===== src/sv/lbaa_pkg.sv =====
package lbaa_pkg;

   // Register indexes of the configuration port.
   localparam logic [2:0] CSR_ADJUST_ENABLE    = 3'd0;
   localparam logic [2:0] CSR_WINDOW_FRAMES    = 3'd1;
   localparam logic [2:0] CSR_GOAL_GRAY        = 3'd2;
   localparam logic [2:0] CSR_SAFE_DEVIATION   = 3'd3;
   localparam logic [2:0] CSR_UPPER_BRIGHTNESS = 3'd4;
   localparam logic [2:0] CSR_LOWER_BRIGHTNESS = 3'd5;
   localparam logic [2:0] CSR_CHANNEL_COUNT    = 3'd6;

   // Brightness limits for a change and the step sizes.
   localparam logic [7:0] BRIGHT_FLOOR = 8'd50;
   localparam logic [7:0] BRIGHT_CEIL  = 8'd255;
   localparam logic [3:0] WIDE_MARGIN  = 4'd10;
   localparam logic [3:0] SMALL_STEP   = 4'd5;
   localparam logic [3:0] LARGE_STEP   = 4'd10;

   // Result codes.
   typedef enum logic [1:0] {
      ACT_HOLD     = 2'd0,
      ACT_DIM      = 2'd1,
      ACT_BRIGHTEN = 2'd2,
      ACT_BLOCKED  = 2'd3
   } action_type;

   // Configuration register file.
   typedef struct packed {
      logic       adjust_enable;
      logic [7:0] window_frames;
      logic [7:0] goal_gray;
      logic [7:0] safe_deviation;
      logic [7:0] upper_brightness;
      logic [7:0] lower_brightness;
      logic [1:0] channel_count;
   } cfg_type;

   // One entry of the window store.
   typedef struct packed {
      logic [15:0] sum;
      logic [7:0]  count;
   } win_type;

   // A window that is due for a decision, with its precomputed thresholds.
   typedef struct packed {
      logic               channel;
      logic [7:0]         brightness;
      logic               can_change;
      logic [15:0]        sum;
      logic [16:0]        thr_high;
      logic signed [17:0] thr_low;
      logic [11:0]        margin;
   } eval_type;

endpackage


===== src/sv/lbaa_window_ram.sv =====
module lbaa_window_ram
   import lbaa_pkg::*;
#(
   parameter int DEPTH = 2,
   parameter int IDX_W = 1
) (
   input  logic             clock,
   input  logic             reset,
   input  logic             rd_en,
   input  logic [IDX_W-1:0] rd_idx,
   output win_type          rd_data,
   input  logic             wr_en,
   input  logic [IDX_W-1:0] wr_idx,
   input  win_type          wr_data
);

   win_type            mem [DEPTH];
   logic [DEPTH-1:0]   valid_ff;
   win_type            rd_data_ff;

   // An entry that was never written since reset reads as an empty window.
   always_ff @(posedge clock) begin
      if (reset) begin
         valid_ff <= '0;
      end else if (wr_en) begin
         valid_ff[wr_idx] <= 1'b1;
      end
   end

   // Single write port.
   always_ff @(posedge clock) begin
      if (wr_en) begin
         mem[wr_idx] <= wr_data;
      end
   end

   // Registered read; a write to the same entry in the same cycle is not seen.
   always_ff @(posedge clock) begin
      if (rd_en) begin
         rd_data_ff <= valid_ff[rd_idx] ? mem[rd_idx] : '0;
      end
   end

   assign rd_data = rd_data_ff;

endmodule


===== src/sv/lbaa_decide.sv =====
module lbaa_decide
   import lbaa_pkg::*;
(
   input  eval_type   ev,
   input  cfg_type    cfg,
   output action_type action,
   output logic [7:0] new_brightness
);

   logic signed [18:0] sum_s;
   logic signed [18:0] high_s;
   logic signed [18:0] high_far_s;
   logic signed [18:0] low_s;
   logic signed [18:0] low_far_s;
   logic signed [18:0] margin_s;
   logic               above;
   logic               far_above;
   logic               below;
   logic               far_below;
   logic [8:0]         dim_v;
   logic [8:0]         bright_v;
   logic [8:0]         step_dn;
   logic [8:0]         step_up;

   // Window sum against the four thresholds, all in signed arithmetic.
   always_comb begin
      sum_s      = $signed({3'b000, ev.sum});
      high_s     = $signed({2'b00, ev.thr_high});
      margin_s   = $signed({7'b0000000, ev.margin});
      high_far_s = high_s + margin_s;
      low_s      = 19'(ev.thr_low);
      low_far_s  = low_s - margin_s;
      above      = sum_s > high_s;
      far_above  = sum_s > high_far_s;
      below      = sum_s < low_s;
      far_below  = sum_s < low_far_s;
   end

   // Step and clamp.
   always_comb begin
      step_dn  = far_above ? 9'(LARGE_STEP) : 9'(SMALL_STEP);
      step_up  = far_below ? 9'(LARGE_STEP) : 9'(SMALL_STEP);
      dim_v    = {1'b0, ev.brightness} - step_dn;
      bright_v = {1'b0, ev.brightness} + step_up;
      action         = ACT_HOLD;
      new_brightness = ev.brightness;
      if (above) begin
         if (ev.can_change) begin
            action         = ACT_DIM;
            new_brightness = (dim_v > {1'b0, cfg.lower_brightness}) ?
                             dim_v[7:0] : cfg.lower_brightness;
         end else begin
            action = ACT_BLOCKED;
         end
      end else if (below) begin
         if (ev.can_change) begin
            action         = ACT_BRIGHTEN;
            new_brightness = (bright_v < {1'b0, cfg.upper_brightness}) ?
                             bright_v[7:0] : cfg.upper_brightness;
         end else begin
            action = ACT_BLOCKED;
         end
      end
   end

endmodule


===== src/sv/light_brightness_auto_adjust.sv =====
// A result passes through the accept stage, the decision stage and the output register.
// Throughput: one request per cycle while req_stall is low; the window store is read at acceptance and
// written back when the accept stage moves on, with forwarding between back-to-back requests.
// Requests keep flowing while a result waits, until the two stages behind fill up.
// Reset (synchronous, active high) restores the register defaults, empties all
// windows through per-entry valid bits and clears the pipeline; no clearing pass.
module light_brightness_auto_adjust
   import lbaa_pkg::*;
#(
   parameter int CHANNELS = 2
) (
   input  logic       clock,
   input  logic       reset,
   input  logic       req_valid,
   output logic       req_stall,
   input  logic [7:0] req_gray_value,
   input  logic       req_channel,
   input  logic [7:0] req_current_brightness,
   input  logic       req_brightness_ok,
   output logic       rsp_valid,
   input  logic       rsp_stall,
   output logic       rsp_out_channel,
   output logic [1:0] rsp_action,
   output logic [7:0] rsp_new_brightness,
   input  logic       csr_we,
   input  logic [2:0] csr_index,
   input  logic [7:0] csr_wdata
);

   localparam int IDX_W = (CHANNELS > 1) ? $clog2(CHANNELS) : 1;

   cfg_type          cfg_ff;
   logic             s1_valid_ff;
   logic [7:0]       s1_gray_ff;
   logic             s1_channel_ff;
   logic [7:0]       s1_bright_ff;
   logic             s1_ok_ff;
   logic             fwd_ff;
   win_type          fwd_data_ff;
   logic             s2_valid_ff;
   eval_type         s2_ff;
   eval_type         s2_in;
   logic             rsp_valid_ff;
   logic             rsp_channel_ff;
   action_type       rsp_action_ff;
   logic [7:0]       rsp_bright_ff;

   logic             out_free;
   logic             s2_go;
   logic             s1_go;
   logic             accept;
   logic             load;
   logic [IDX_W-1:0] rd_idx;
   logic [IDX_W-1:0] wr_idx;
   win_type          rd_data;
   win_type          base;
   win_type          wr_data;
   logic             wr_en;
   logic [15:0]      sum_new;
   logic [7:0]       cnt_new;
   logic             due;
   logic [8:0]       dev_high;
   logic signed [9:0]  dev_low;
   logic signed [17:0] dev_low_ext;
   logic signed [17:0] cnt_s;
   action_type       dec_action;
   logic [7:0]       dec_bright;

   // Configuration registers.
   always_ff @(posedge clock) begin
      if (reset) begin
         cfg_ff.adjust_enable    <= 1'b0;
         cfg_ff.window_frames    <= 8'd3;
         cfg_ff.goal_gray        <= 8'd90;
         cfg_ff.safe_deviation   <= 8'd5;
         cfg_ff.upper_brightness <= 8'd200;
         cfg_ff.lower_brightness <= 8'd100;
         cfg_ff.channel_count    <= 2'd2;
      end else if (csr_we) begin
         case (csr_index)
            CSR_ADJUST_ENABLE:    cfg_ff.adjust_enable    <= csr_wdata[0];
            CSR_WINDOW_FRAMES:    cfg_ff.window_frames    <= csr_wdata;
            CSR_GOAL_GRAY:        cfg_ff.goal_gray        <= csr_wdata;
            CSR_SAFE_DEVIATION:   cfg_ff.safe_deviation   <= csr_wdata;
            CSR_UPPER_BRIGHTNESS: cfg_ff.upper_brightness <= csr_wdata;
            CSR_LOWER_BRIGHTNESS: cfg_ff.lower_brightness <= csr_wdata;
            CSR_CHANNEL_COUNT:    cfg_ff.channel_count    <= csr_wdata[1:0];
            default: ;
         endcase
      end
   end

   // Flow control: each stage moves when the one behind it is empty or moving.
   assign out_free  = !rsp_valid_ff || !rsp_stall;
   assign s2_go     = !s2_valid_ff || out_free;
   assign s1_go     = !s1_valid_ff || s2_go;
   assign req_stall = !s1_go;
   assign accept    = req_valid && !req_stall;
   assign load      = accept && cfg_ff.adjust_enable && (32'(req_channel) < CHANNELS);

   assign rd_idx = IDX_W'(req_channel);
   assign wr_idx = IDX_W'(s1_channel_ff);
   assign wr_en  = s1_valid_ff && s2_go;

   lbaa_window_ram #(
      .DEPTH (CHANNELS),
      .IDX_W (IDX_W)
   ) u_window_ram (
      .clock   (clock),
      .reset   (reset),
      .rd_en   (load),
      .rd_idx  (rd_idx),
      .rd_data (rd_data),
      .wr_en   (wr_en),
      .wr_idx  (wr_idx),
      .wr_data (wr_data)
   );

   // Accept stage; catch a write-back to the same channel in the same cycle.
   always_ff @(posedge clock) begin
      if (reset) begin
         s1_valid_ff <= 1'b0;
         fwd_ff      <= 1'b0;
      end else if (s1_go) begin
         s1_valid_ff <= load;
         fwd_ff      <= wr_en && (wr_idx == rd_idx);
      end
   end

   always_ff @(posedge clock) begin
      if (load) begin
         s1_gray_ff    <= req_gray_value;
         s1_channel_ff <= req_channel;
         s1_bright_ff  <= req_current_brightness;
         s1_ok_ff      <= req_brightness_ok;
         fwd_data_ff   <= wr_data;
      end
   end

   // Accumulate the sample and decide whether the window is complete.
   always_comb begin
      base    = fwd_ff ? fwd_data_ff : rd_data;
      sum_new = base.sum + {8'h00, s1_gray_ff};
      cnt_new = base.count + 8'd1;
      due     = !(cnt_new < cfg_ff.window_frames);
      if (due) begin
         wr_data = '0;
      end else begin
         wr_data.sum   = sum_new;
         wr_data.count = cnt_new;
      end
   end

   // Thresholds scaled by the sample count.
   always_comb begin
      dev_high    = {1'b0, cfg_ff.goal_gray} + {1'b0, cfg_ff.safe_deviation};
      dev_low     = $signed({2'b00, cfg_ff.goal_gray}) - $signed({2'b00, cfg_ff.safe_deviation});
      dev_low_ext = 18'(dev_low);
      cnt_s       = $signed({10'b0, cnt_new});
      s2_in.channel    = s1_channel_ff;
      s2_in.brightness = s1_bright_ff;
      s2_in.can_change = s1_ok_ff
                         && ({1'b0, s1_channel_ff} < cfg_ff.channel_count)
                         && (s1_bright_ff > BRIGHT_FLOOR)
                         && (s1_bright_ff != BRIGHT_CEIL);
      s2_in.sum        = sum_new;
      s2_in.thr_high   = 17'(dev_high) * 17'(cnt_new);
      s2_in.thr_low    = dev_low_ext * cnt_s;
      s2_in.margin     = 12'(cnt_new) * 12'(WIDE_MARGIN);
   end

   // Decision stage.
   always_ff @(posedge clock) begin
      if (reset) begin
         s2_valid_ff <= 1'b0;
      end else if (s2_go) begin
         s2_valid_ff <= s1_valid_ff && due;
      end
   end

   always_ff @(posedge clock) begin
      if (s2_go && s1_valid_ff && due) begin
         s2_ff <= s2_in;
      end
   end

   lbaa_decide u_decide (
      .ev             (s2_ff),
      .cfg            (cfg_ff),
      .action         (dec_action),
      .new_brightness (dec_bright)
   );

   // Output register.
   always_ff @(posedge clock) begin
      if (reset) begin
         rsp_valid_ff <= 1'b0;
      end else if (out_free) begin
         rsp_valid_ff <= s2_valid_ff;
      end
   end

   always_ff @(posedge clock) begin
      if (out_free && s2_valid_ff) begin
         rsp_channel_ff <= s2_ff.channel;
         rsp_action_ff  <= dec_action;
         rsp_bright_ff  <= dec_bright;
      end
   end

   assign rsp_valid          = rsp_valid_ff;
   assign rsp_out_channel    = rsp_channel_ff;
   assign rsp_action         = rsp_action_ff;
   assign rsp_new_brightness = rsp_bright_ff;

endmodule

===== config.mk =====
export PLATFORM = sky130hd
export DESIGN_NAME = light_brightness_auto_adjust
export DESIGN_NICKNAME = d
export VERILOG_FILES = /design/src/sv/lbaa_pkg.sv /design/src/sv/lbaa_window_ram.sv /design/src/sv/lbaa_decide.sv /design/src/sv/light_brightness_auto_adjust.sv
export SDC_FILE = /design/constraint.sdc
export NUM_CORES = 1
export LEC_CHECK = 0
export BUFFER_PORTS_ARGS = -buffer_cell sky130_fd_sc_hd__buf_4
export CORE_UTILIZATION = 65
export CTS_BUF_LIST = sky130_fd_sc_hd__clkbuf_4 sky130_fd_sc_hd__clkbuf_8 sky130_fd_sc_hd__clkbuf_16
export CTS_CLUSTER_DIAMETER = 40
export DETAILED_ROUTE_END_ITERATION = 10
export HOLD_SLACK_MARGIN = 0.15
export PLACE_DENSITY = 0.83
export SYNTH_ARGS = -nofsm -noshare
export SYNTH_HDL_FRONTEND = slang
export SYNTH_HIERARCHICAL = 1
export SYNTH_SLANG_ARGS = --single-unit

===== constraint.sdc =====
create_clock -name clock -period 8.15 [get_ports clock]
set_clock_uncertainty 0.2 [all_clocks]
set_input_delay 0 -clock clock [delete_from_list [all_inputs] [get_ports clock]]
set_output_delay 0 -clock clock [all_outputs]
set_load 0.1 [all_outputs]

==> results of run 1 <==
==> state kept, by name (all words and copies together), names as in the netlist <==
name and count:
fwd_ff 1, s1_bright_ff 8, s1_gray_ff 8, u_window_ram/valid_ff 2, s1_valid_ff 1, u_window_ram/rd_data 24
s1_channel_ff 1, s2_ff 71, rsp_action 2, rsp_out_channel 1, s2_valid_ff 1, s1_ok_ff 1
rsp_valid 1, cfg_ff 43, fwd_data_ff 24, rsp_new_brightness 8, u_window_ram/mem 48
==> worst max-delay path: cells and delay by family (launching register included) <==
| kind | cells | cell delay (ns) |
|---|---|---|
| XOR/XNOR | 2 | 0.41 |
| AND/OR/NAND/NOR | 5 | 0.79 |
| adder cells (fa/ha/maj) | 5 | 1.73 |
| AO/OA/AOI/OAI | 14 | 3.69 |
| buffers and inverters | 1 | 0.06 |
| multiplexers | 1 | 0.22 |
| flip-flops | 1 | 0.43 |
==> per-layer routing <==
metal	wire (um)	vias up	part of all wire [%]
met5	0	-	0
met4	1900	0	3.9
met3	3840	171	7.8
met2	23900	698	49
met1	19600	7387	40
li1	-	6887	-
==> cells in the final DEF (no fill, tap or decap), types with 7 or more instances in the layout <==
| cell | n |
|---|---|
| inv_1 | 267 |
| ha_1 | 227 |
| edfxtp_1 | 196 |
| nor2_1 | 159 |
| nand2_1 | 139 |
| fa_1 | 111 |
| a21oi_1 | 101 |
| dlygate4sd3_1 | 78 |
| xnor2_1 | 62 |
| buf_4 | 61 |
| dfxtp_1 | 48 |
| o21ai_0 | 45 |
| clkbuf_16 | 38 |
| nor2b_1 | 36 |
| mux2i_1 | 31 |
| nand2b_1 | 31 |
| nand3_1 | 30 |
| xor2_1 | 27 |
| and2_1 | 26 |
| o21a_1 | 24 |
| a21o_1 | 24 |
| nand4_1 | 23 |
| a22o_1 | 23 |
| nor3_1 | 19 |
| nand3b_1 | 12 |
| a211o_1 | 12 |
| o211ai_1 | 9 |
| or2_2 | 9 |
| mux2_2 | 9 |
| o21bai_1 | 9 |
| a211oi_1 | 8 |
| nor4_1 | 8 |
| and3_1 | 7 |
| a222oi_1 | 7 |
==> per-stage QoR <==
| stage | hold WS [ns] | setup slack, ns |
|---|---|---|
| after floorplan | -0.128 | 1.05 |
| after global placement | -0.0219 | 0.569 |
| after detailed placement | -0.0206 | 0.286 |
| after CTS | 0.159 | 0.274 |
| after global routing | 0.198 | 0.0359 |
| final | 0.157 | 0.441 |
==> repair_timing <==
item | in CTS | in global routing
endpoints found under the hold margin | 102 | 0
resized for setup | 0 | 3
hold buffers | 78 | 0
setup endpoints to repair | 0 | 8
==> cells by family (layout without fill, tap and decap cells) <==
group	count (synthesis)	count (layout)	share of synthesized area (%)
flip-flops	245	245	35.2
XOR/XNOR	94	94	4.48
other	1	2	0.0192
AO/OA/AOI/OAI	338	338	12.2
adder cells (fa/ha/maj)	338	338	26.0
multiplexers	41	41	2.19
AND/OR/NAND/NOR	536	536	13.4
buffers and inverters	313	481	6.51
==> area by class of cell <==
type,instances,area [um2],share of cell area [%]
multi-input combinational,1349,11400,50.9
tap,390,488,2.19
sequential,245,6870,30.8
inverter,272,1020,4.59
clock inverter,26,324,1.45
clock buffer,44,1000,4.49
timing repair buffer,139,1240,5.55
==> report_power, final <==
part	leakage [nW]	internal (mW)	switching [mW]	total [mW]
clock	0.646	1.02	0.660	1.68
sequential	2.17	1.44	0.00963	1.45
combinational	6.89	0.755	1.07	1.82
==> path summary, 6_finish.rpt <==
kind,startpoint,to,slack (ns),cells past startpoint
worst max register to register,s2_ff[1]$_DFFE_PP_,rsp_new_brightness[2]$_DFFE_PP_,0.44,28
worst min register to register,s2_ff[72]$_DFFE_PP_,rsp_out_channel$_DFFE_PP_,0.24,0
worst max-delay path,s2_ff[1]$_DFFE_PP_,rsp_new_brightness[2]$_DFFE_PP_,0.44,28
worst min-delay path,req_channel,u_window_ram/rd_data[22]$_SDFFCE_PN0P_,0.16,4
==> results by group, run 1 <==
Global routing
  – Initial antenna violation count: 0
  – M3 GR Usage: 5.18%
  – Largest net degree at the start of global routing: 72
  – Met2 usage: 56.3%
  – Met1 Track Usage GR: 42.1%
  – Remaining Overflow, GRT: 0
  – Total track usage: 33.0%
  – Vias in the first global route: 15,634
  – Global-route wire length before repair: 79,400 um
  – Most Used Layer, Global Route: met2

Layout
  – Finished Core Util: 75.5%
  – Final instance area: 22,300 um2
  – Nets@finish: 2,417
  – Share of cells above drive strength 1: 8.92%
  – # diodes: 0
  – P&R area growth vs syn: 14.5%
  – Post-route insts no fill: 2,465
  – Fillers: 1,893

STA
  – Fmax: 130 MHz
  – Final hold violations: 0
  – RSZ-0062 raised after global routing: false
  – Slew headroom: 24.7%
  – Crit path time final: 7.71 ns
  – Endpoints failing setup: 0
  – Fin Setup TNS: 0 ns
  – Worst-Margin Slew: 1.13 ns
  – Final period utilization: 94.6%
  – Max-slew violation count: 0

Synthesis
  – Synthesized area per cell: 10.2 um2
  – Leading area contributor after synthesis: edfxtp_1
  – Most used DFF post-synth: edfxtp_1
  – Post-Syn Area: 19,500 um2
  – Yosys top cell area share: 30.2%
  – Cell variety after synth: 97
  – Synth cell count leaders: inv_1 (267), ha_1 (227), edfxtp_1 (196), nor2_1 (160), nand2_1 (139)
  – Sequential area share after synthesis: 35.2%
  – Most frequent cell after synthesis: inv_1
  – Ys Warns: 6
  – Count of mapped cells out of synthesis: 1,906
  – FFs w/ async S/R, synth: 0%
  – Synth Register Bits: 245
  – Post-synth EDFFs: 196
  – Top cells by area, synth: edfxtp_1 (30%), ha_1 (15%), fa_1 (11%)

Power and ir drop
  – Leak: 9.70 nW
  – Power, Total: 4.95 mW
  – VDD IR max: 0.212 mV
  – Pwr/cell area: 222 nW/um2

Setup path
  – CP most frequent cell: ha_1
  – Data required time of the worst path: 8.29 ns
  – WP data arrival: 7.85 ns
  – Startpoint types: flip-flop
  – Slowest cell on the critical path: a31oi_2
  – Critical Path Sink Type: flip-flop
  – Worst path max stage delay: 0.51 ns
  – WS Path Type: flip-flop to flip-flop
  – Crit-path max FO: 8

Placement
  – Hpwl dp: 34,100 um
  – Routability congestion estimate: 0.940
  – Post-Place Cells: 2,317
  – Cell Area, Placed: 20,200 um2
  – Port bufs: 46

Routing
  – Via count: 15,143
  – Drt pass-1 iters: 7
  – WL final: 49,200 um
  – 1st-iter DRT viols: 1,273
  – DRC errors left: 0
  – Routed len/inst: 20.0 um
  – Via density per instance: 6.14
  – ANT nets after route: 0

CTS
  – Total CTS buffers: 38
  – CTS tree: built
  – Worst-path clk slew: 0.06 ns
  – Clock root buffer: clkbuf_16
  – Num Clock Sinks: 245
  – Setup Buffers After CTS: 0
  – Bufs on Longest Clock Path: 3
  – Worst-skew pair later-pin latency: 0.56 ns
  – H-tree depth: 2

Run
  – Count of maximum capacitance violations: 0

Floorplan
  – Rows: 63
  – # IOs: 47
  – Core area: 29,600 um2
  – Die height: 175 um
  – Initial core utilization: 65.9%
  – Die footprint: 30,700 um2
  – Die W: 175 um

Outcome
  – Status: completed

Min path
  – Hold Crit Class: input port to flip-flop
Note: power is estimated with default switching activity, not from simulation.
==> inputs of run 2 (changes only) <==
- CAP_MARGIN: unset -> 20
- SYNTH_HIERARCHICAL: 1 -> unset
==> run 2 against run 1 <==
  * Final area down 1.4%
  * Non-clock buffer count grew 2
  * Utilization increased by 0.56 points
  * Combinational power shrank 5%
  * Highest routed layer unchanged
  * Clock-buffer cell count decreased by 4
  * Sequential power barely moved
==> results by group, run 2 <==
Synthesis
  – Cell variety after synth: 91 (was 97)
  – FFs w/ async S/R, synth: 0% (unchanged)
  – Ys Warns: 0 (was 6)
  – Post-synth EDFFs: 197 (was 196)
  – Synth Net Count: 2,269
  – Sequential area share after synthesis: 35.7% (was 35.2%)
  – Top cells by area, synth: edfxtp_1 (31%), ha_1 (14%), fa_1 (11%) (was edfxtp_1 (30%), ha_1 (15%), fa_1 (11%))
  – Most frequent cell after synthesis: inv_1 (unchanged)
  – Most used DFF post-synth: edfxtp_1 (unchanged)
  – Synth Register Bits: 246 (was 245)
  – Post-Syn Area: 19,300 um2 (was 19,500 um2)
  – Count of mapped cells out of synthesis: 1,902 (was 1,906)
  – Leading area contributor after synthesis: edfxtp_1 (unchanged)
  – Synth cell count leaders: inv_1 (258), ha_1 (223), edfxtp_1 (197), nand2_1 (167), nor2_1 (163) (was inv_1 (267), ha_1 (227), edfxtp_1 (196), nor2_1 (160), nand2_1 (139))
  – Yosys top cell area share: 30.6% (was 30.2%)
  – Synthesized area per cell: 10.2 um2 (about the same)

Layout
  – Largest register FFs: 72 (was 71)
  – # diodes: 0 (unchanged)
  – Nets@finish: 2,404 (was 2,417)
  – Share of cells above drive strength 1: 8.15% (was 8.92%)
  – Fillers: 1,750 (was 1,893)
  – Footprint of the multi-input gates: 11,200 um2 (was 11,400 um2)
  – FF+latch area: 6900 um2 (was 6870 um2)
  – Finished Core Util: 76.0% (was 75.5%)
  – Post-route insts no fill: 2,446 (was 2,465)
  – Commonest non-fill, non-tap cell in the layout: inv_1 (unchanged)
  – Largest Register: s2_ff (unchanged)
  – Most frequent cells in the layout: inv_1 (258), ha_1 (223), edfxtp_1 (197) (was inv_1 (267), ha_1 (227), edfxtp_1 (196))
  – P&R area growth vs syn: 13.9% (was 14.5%)
  – Top flop regs: s2_ff (72), u_window_ram.mem (48), cfg_ff (43) (was s2_ff (71), u_window_ram/mem (48), cfg_ff (43))

Floorplan
  – Core area: 28,900 um2 (was 29,600 um2)
  – # IOs: 47 (unchanged)
  – Die height: 174 um (was 175 um)
  – Rows: 62 (was 63)
  – Die W: 174 um (was 175 um)
  – Initial core utilization: 66.8% (was 65.9%)
  – Die footprint: 30,400 um2 (was 30,700 um2)

Routing
  – Routed len/inst: 22.0 um (was 20.0 um)
  – Drt pass-1 iters: 6 (was 7)
  – 1st-iter DRT viols: 1,626 (was 1,273)
  – Via density per instance: 6.25 (was 6.14)
  – WL final: 53,900 um (was 49,200 um)
  – DRC errors left: 0 (unchanged)
  – Via count: 15,281 (was 15,143)
  – ANT nets after route: 0 (unchanged)

CTS
  – Bufs on Longest Clock Path: 3 (unchanged)
  – Worst-path clk slew: 0.06 ns (about the same)
  – H-tree depth: 1 (was 2)
  – CTS tree: built (unchanged)
  – Worst-skew pair later-pin latency: 0.58 ns (was 0.56 ns)
  – Total CTS buffers: 31 (was 38)
  – Clock root buffer: clkbuf_16 (unchanged)
  – Num Clock Sinks: 246 (was 245)
  – Setup Buffers After CTS: 0 (unchanged)

STA
  – Final period utilization: 94.4% (was 94.6%)
  – Endpoints failing setup: 0 (unchanged)
  – Worst-Margin Slew: 1.01 ns (was 1.13 ns)
  – Slew headroom: 32.9% (was 24.7%)
  – Crit path time final: 7.69 ns (was 7.71 ns)
  – Final hold violations: 0 (unchanged)
  – Max-slew violation count: 0 (unchanged)
  – Fin Setup TNS: 0 ns (unchanged)
  – Fmax: 130 MHz (about the same)

Min path
  – Hold Crit Class: flip-flop to flip-flop (was input port to flip-flop)

Global routing
  – Initial antenna violation count: 1 (was 0)
  – Remaining Overflow, GRT: 0 (unchanged)
  – Global-route wire length before repair: 84,800 um (was 79,400 um)
  – Largest net degree at the start of global routing: 73 (was 72)
  – Total track usage: 36.2% (was 33.0%)
  – Vias in the first global route: 15,750 (was 15,634)

Setup path
  – Critical Path Sink Type: flip-flop (unchanged)
  – Startpoint types: flip-flop (unchanged)
  – Setup crit end: rsp_new_brightness[4]$_DFFE_PP_ (was rsp_new_brightness[2]$_DFFE_PP_)
  – CP most frequent cell: o21ai_0 (was ha_1)
  – R2r worst-path depth: 30 (was 28)
  – Slowest cell on the critical path: o2111ai_1 (was a31oi_2)
  – WP data arrival: 7.80 ns (was 7.85 ns)
  – RR Endpoint: rsp_new_brightness[4]$_DFFE_PP_ (was rsp_new_brightness[2]$_DFFE_PP_)
  – Data required time of the worst path: 8.26 ns (was 8.29 ns)
  – WS Path Type: flip-flop to flip-flop (unchanged)
  – Worst path max stage delay: 0.47 ns (was 0.51 ns)
  – R2R Setup Slk: 0.46 ns (was 0.44 ns)
  – RR Startpoint: s2_ff[4]$_DFFE_PP_ (was s2_ff[1]$_DFFE_PP_)
  – Crit-path max FO: 10 (was 8)
  – Critical Path Start: s2_ff[4]$_DFFE_PP_ (was s2_ff[1]$_DFFE_PP_)

Power and ir drop
  – Pwr/cell area: 212 nW/um2 (was 222 nW/um2)
  – Sw power: 1.63 mW (was 1.74 mW)
  – Power, Total: 4.65 mW (was 4.95 mW)
  – Sw Share: 35.0% (was 35.1%)
  – Seq pwr share: 31.2% (was 29.4%)
  – VDD IR max: 0.233 mV (was 0.212 mV)
  – Int Pwr: 3.03 mW (was 3.21 mW)
  – Comb pwr share: 37.0% (was 36.8%)
  – Leak: 9.57 nW (was 9.70 nW)
  – Clock network fraction of total power: 31.7% (was 33.9%)

Placement
  – Routability congestion estimate: 0.945 (was 0.940)
  – Hpwl dp: 34,700 um (was 34,100 um)
  – Port bufs: 46 (unchanged)
  – Post-Place Cells: 2,311 (was 2,317)

Run
  – Count of maximum capacitance violations: 0 (unchanged)

Outcome
  – Status: completed (unchanged)
==> run 2: cell count changes after synthesis, sizes merged, moves of 8 or more <==
cell    delta
o21ai     +14
nor3       +9
nand2     +29
nand3      +8
a22o      -22
nand2b    -13
nand4     -13
mux2i     +18
xnor2      +8
inv        -9
a21oi      -9
==> run 2: layout make-up <==
class,instances,share of cell area (%)
multi-input combinational,1354,51.1
sequential,246,31.4
timing repair buffer,141,5.69
inverter,263,4.51
clock buffer,40,4.40
tap,384,2.18
clock inverter,18,0.751
==> run 2: power groups by stage <==
stage,clock network [mW],registers (mW),logic (mW)
3_5_place_dp,0,1.48,1.62
6_report,1.48,1.45,1.72
2_1_floorplan,0,1.48,1.22
5_1_grt,1.53,1.45,1.90
4_1_cts,1.46,1.45,1.66
3_3_place_gp,0,1.48,1.57
==> run 2: metal layers <==
layer  vias to the layer above  wire (um)  GRT usage, %
li1                       6815          -             -
met1                      7293      19900          44.1
met2                       908      24900          59.5
met3                       265       5930          10.3
met5                         -          0             0
met4                         0       3110          16.9
==> run 2: cell families (layout without fill, tap and decap cells) <==
logic type / count (synthesis) / after routing / share of synthesized area [%]
buf+inv: 302 / 462 / 6.17
flops: 246 / 246 / 35.7
compound gates: 311 / 311 / 11.0
fa+ha+maj: 333 / 333 / 25.8
xor+xnor: 101 / 101 / 4.75
mux: 59 / 59 / 3.21
simple gates: 550 / 550 / 13.4
==> run 2: worst min path at each step <==
stage	start	end	slack [ns]	cells after the start
after floorplan	req_current_brightness[0]	s1_bright_ff[0]$_DFFE_PP_	-0.10	0
after global placement	req_gray_value[2]	s1_gray_ff[2]$_DFFE_PP_	-0.02	1
after detailed placement	req_gray_value[5]	s1_gray_ff[5]$_DFFE_PP_	-0.02	1
after CTS	rsp_stall	s2_valid_ff$_SDFFE_PP0P_	0.17	4
after global routing	s2_ff[72]$_DFFE_PP_	rsp_out_channel$_DFFE_PP_	0.25	0
final	s2_ff[72]$_DFFE_PP_	rsp_out_channel$_DFFE_PP_	0.25	0
==> run 2: critical path: cells and delay by family (launching register included) <==
kind | cells | cell delay, ns
AOI/OAI and AO/OA | 16 | 3.95
adders and majority gates | 5 | 1.72
and+or+nand+nor | 6 | 0.64
DFF | 1 | 0.42
muxes | 1 | 0.23
xor gates and xnor gates | 1 | 0.20
buffers and inverters | 1 | 0.06
==> run 2: repair_timing <==
item,4_1_cts,5_1_grt
endpoints found under the hold margin,135,0
endpoints found under the setup margin,0,2
resized for setup,0,1
hold buffers,77,0
==> run 2: stage by stage <==
| stage | cell area (um2) | hold slack (ns) | setup WS (ns) |
|---|---|---|---|
| floorplan | 19300 | -0.101 | 1.41 |
| CTS | 22000 | 0.169 | 0.642 |
| detailed placement | 20100 | -0.0207 | 0.719 |
| global placement | 20100 | -0.0220 | 0.894 |
| finish | 22000 | 0.246 | 0.459 |
| global route | 22000 | 0.246 | -0.00617 |
==> inputs of run 3 (changes only) <==
- CORE_ASPECT_RATIO: unset -> 0.75
- clock period: 8.15 -> 8.1 ns (I/O delays scaled with it)
==> run 3 against run 2 <==
  * Cell count is 0.20% higher
  * Maximum frequency up 2.3%
  * Sequential power about the same
  * Clock-buffer cell count shrank 8
  * Sequential cell count unchanged
  * Global-route usage is 0.89 points lower
==> results by group, run 3 (synthesis gave the netlist of run 2 again) <==
Outcome
  – Status: completed (unchanged)

Routing
  – 1st-iter DRT viols: 1,332 (was 1,626)
  – Via count: 15,044 (was 15,281)
  – Drt pass-1 iters: 8 (was 6)
  – DRC errors left: 0 (unchanged)
  – Routed len/inst: 21.6 um (was 22.0 um)
  – ANT nets after route: 0 (unchanged)
  – WL final: 53,000 um (was 53,900 um)
  – Via density per instance: 6.14 (was 6.25)

STA
  – Min Hold Slack: 0.172 ns (was 0.246 ns)
  – Max-slew violation count: 0 (unchanged)
  – RSZ-0062 raised after global routing: false
  – Final hold violations: 0 (unchanged)
  – Fin Setup TNS: 0 ns (unchanged)
  – Endpoints failing setup: 0 (unchanged)
  – Fmax: 133 MHz (was 130 MHz)
  – Crit path time final: 7.52 ns (was 7.69 ns)
  – Worst-Margin Slew: 0.996 ns (was 1.01 ns)
  – Slew headroom: 33.6% (was 32.9%)
  – Final period utilization: 92.8% (was 94.4%)

CTS
  – CTS tree: built (unchanged)
  – Num Clock Sinks: 246 (unchanged)
  – Clock root buffer: clkbuf_16 (unchanged)
  – Worst-skew pair later-pin latency: 0.59 ns (was 0.58 ns)
  – Total CTS buffers: 28 (was 31)
  – H-tree depth: 1 (unchanged)
  – Worst-path clk slew: 0.08 ns (was 0.06 ns)
  – Bufs on Longest Clock Path: 3 (unchanged)

Setup path
  – Startpoint types: flip-flop (unchanged)
  – R2r worst-path depth: 32 (was 30)
  – R2R Setup Slk: 0.58 ns (was 0.46 ns)
  – WS Path Type: flip-flop to flip-flop (unchanged)
  – RR Endpoint: rsp_new_brightness[6]$_DFFE_PP_ (was rsp_new_brightness[4]$_DFFE_PP_)
  – Data required time of the worst path: 8.19 ns (was 8.26 ns)
  – Crit-path max FO: 7 (was 10)
  – Slowest cell on the critical path: a2111oi_2 (was o2111ai_1)
  – CP most frequent cell: ha_1 (was o21ai_0)
  – WP data arrival: 7.61 ns (was 7.80 ns)
  – Worst path max stage delay: 0.45 ns (was 0.47 ns)
  – RR Startpoint: s2_ff[13]$_DFFE_PP_ (was s2_ff[4]$_DFFE_PP_)
  – Critical Path Sink Type: flip-flop (unchanged)

Layout
  – Fillers: 1,813 (was 1,750)
  – Most frequent cells in the layout: inv_1 (258), ha_1 (223), edfxtp_1 (197) (unchanged)
  – Largest Register: s2_ff (unchanged)
  – Nets@finish: 2,403 (was 2,404)
  – Largest register FFs: 72 (unchanged)
  – Share of cells above drive strength 1: 7.68% (was 8.15%)
  – Commonest non-fill, non-tap cell in the layout: inv_1 (unchanged)
  – Top flop regs: s2_ff (72), u_window_ram.mem (48), cfg_ff (43) (unchanged)
  – P&R area growth vs syn: 13.3% (was 13.9%)

Floorplan
  – # IOs: 47 (unchanged)
  – Core area: 29,100 um2 (was 28,900 um2)
  – Die footprint: 30,400 um2 (about the same)
  – Die W: 201 um (was 174 um)
  – Die height: 151 um (was 174 um)
  – Rows: 54 (was 62)
  – Initial core utilization: 66.3% (was 66.8%)

Global routing
  – Initial antenna violation count: 1 (unchanged)
  – Largest net degree at the start of global routing: 67 (was 73)
  – Global-route wire length before repair: 82,400 um (was 84,800 um)
  – Total track usage: 35.3% (was 36.2%)
  – Vias in the first global route: 15,181 (was 15,750)
  – Remaining Overflow, GRT: 0 (unchanged)

Min path
  – Hold Crit Class: input port to flip-flop (was flip-flop to flip-flop)
  – Hold path cells: 4 (was 0)
  – WHS Endpoint: s1_valid_ff$_SDFFE_PP0N_ (was rsp_out_channel$_DFFE_PP_)
  – Hold Startpoint: req_valid (was s2_ff[72]$_DFFE_PP_)

Placement
  – Routability congestion estimate: 0.966 (was 0.945)
  – Hpwl dp: 37,700 um (was 34,700 um)
  – Port bufs: 46 (unchanged)

Power and ir drop
  – Pwr/cell area: 203 nW/um2 (was 212 nW/um2)
  – Leak: 9.49 nW (was 9.57 nW)
  – VDD IR max: 0.220 mV (was 0.233 mV)

Run
  – Count of maximum capacitance violations: 0 (unchanged)
run 3: worst max-delay path: cells and delay by family (launching register included):
kind                       cells  cell delay, ns
AOI/OAI and AO/OA             16            3.54
adders and majority gates      6            1.68
and+or+nand+nor                5            0.94
DFF                            1            0.39
xor gates and xnor gates       2            0.26
buffers and inverters          3            0.22
run 3: how the worst max path moves through the flow:
stage	start	end	slack [ns]	cells past startpoint
CTS	s2_ff[13]$_DFFE_PP_	rsp_new_brightness[6]$_DFFE_PP_	0.51	32
floorplan	s2_ff[13]$_DFFE_PP_	rsp_new_brightness[5]$_DFFE_PP_	1.36	32
global placement	s2_ff[13]$_DFFE_PP_	rsp_new_brightness[6]$_DFFE_PP_	0.75	32
detailed placement	s2_ff[13]$_DFFE_PP_	rsp_new_brightness[6]$_DFFE_PP_	0.58	32
finish	s2_ff[13]$_DFFE_PP_	rsp_new_brightness[6]$_DFFE_PP_	0.58	32
global route	s2_ff[13]$_DFFE_PP_	rsp_new_brightness[5]$_DFFE_PP_	0.08	32
run 3: per-layer routing:
metal  GRT usage, %  up-vias  share of wire (%)
li1               -     6821                  -
met1           47.1     7221                 40
met2           56.2      833                 45
met3           8.63      169                 11
met4           13.5        0                4.1
met5              0        -                  0
run 3: final cells by class:
cell class	count	area, um2	area share, %
Timing Repair Buffer	143	1270	5.81
Sequential cell	246	6900	31.5
Clock inverter	19	240	1.10
Multi-Input combinational cell	1354	11300	51.4
Antenna cell	2	5.00	0.0229
Clock buffer	32	731	3.34
Tap cell	392	490	2.24
Inverter	263	992	4.53
run 3: repair_timing:
action | CTS | global route
endpoints found under the setup margin | 0 | 5
endpoints found under the hold margin | 191 | 0
gates resized for setup | 0 | 2
setup buffers | 0 | 0
hold buffers | 79 | 0
run 3: report_power, final:
group          total [mW]  internal, mW  leakage (nW)  switching [mW]
logic                1.64         0.719          6.84           0.924
clock network        1.34         0.785         0.473           0.552
registers            1.46          1.45          2.18          0.0119
total                4.44          2.96          9.49            1.49
run 3: metrics by stage:
stage / utilization (%) / power, mW / area [um2] / instances / setup slack, ns
global placement: 69.0 / 2.99 / 20100 / 2319 / 0.752
finish: 75.1 / 4.44 / 21900 / 2451 / 0.583
global route: 75.1 / 4.66 / 21900 / 2450 / 0.0758
detailed placement: 69.0 / 3.07 / 20100 / 2319 / 0.576
CTS: 75.1 / 4.40 / 21900 / 2449 / 0.505
floorplan: - / 2.71 / 19300 / 1902 / 1.36
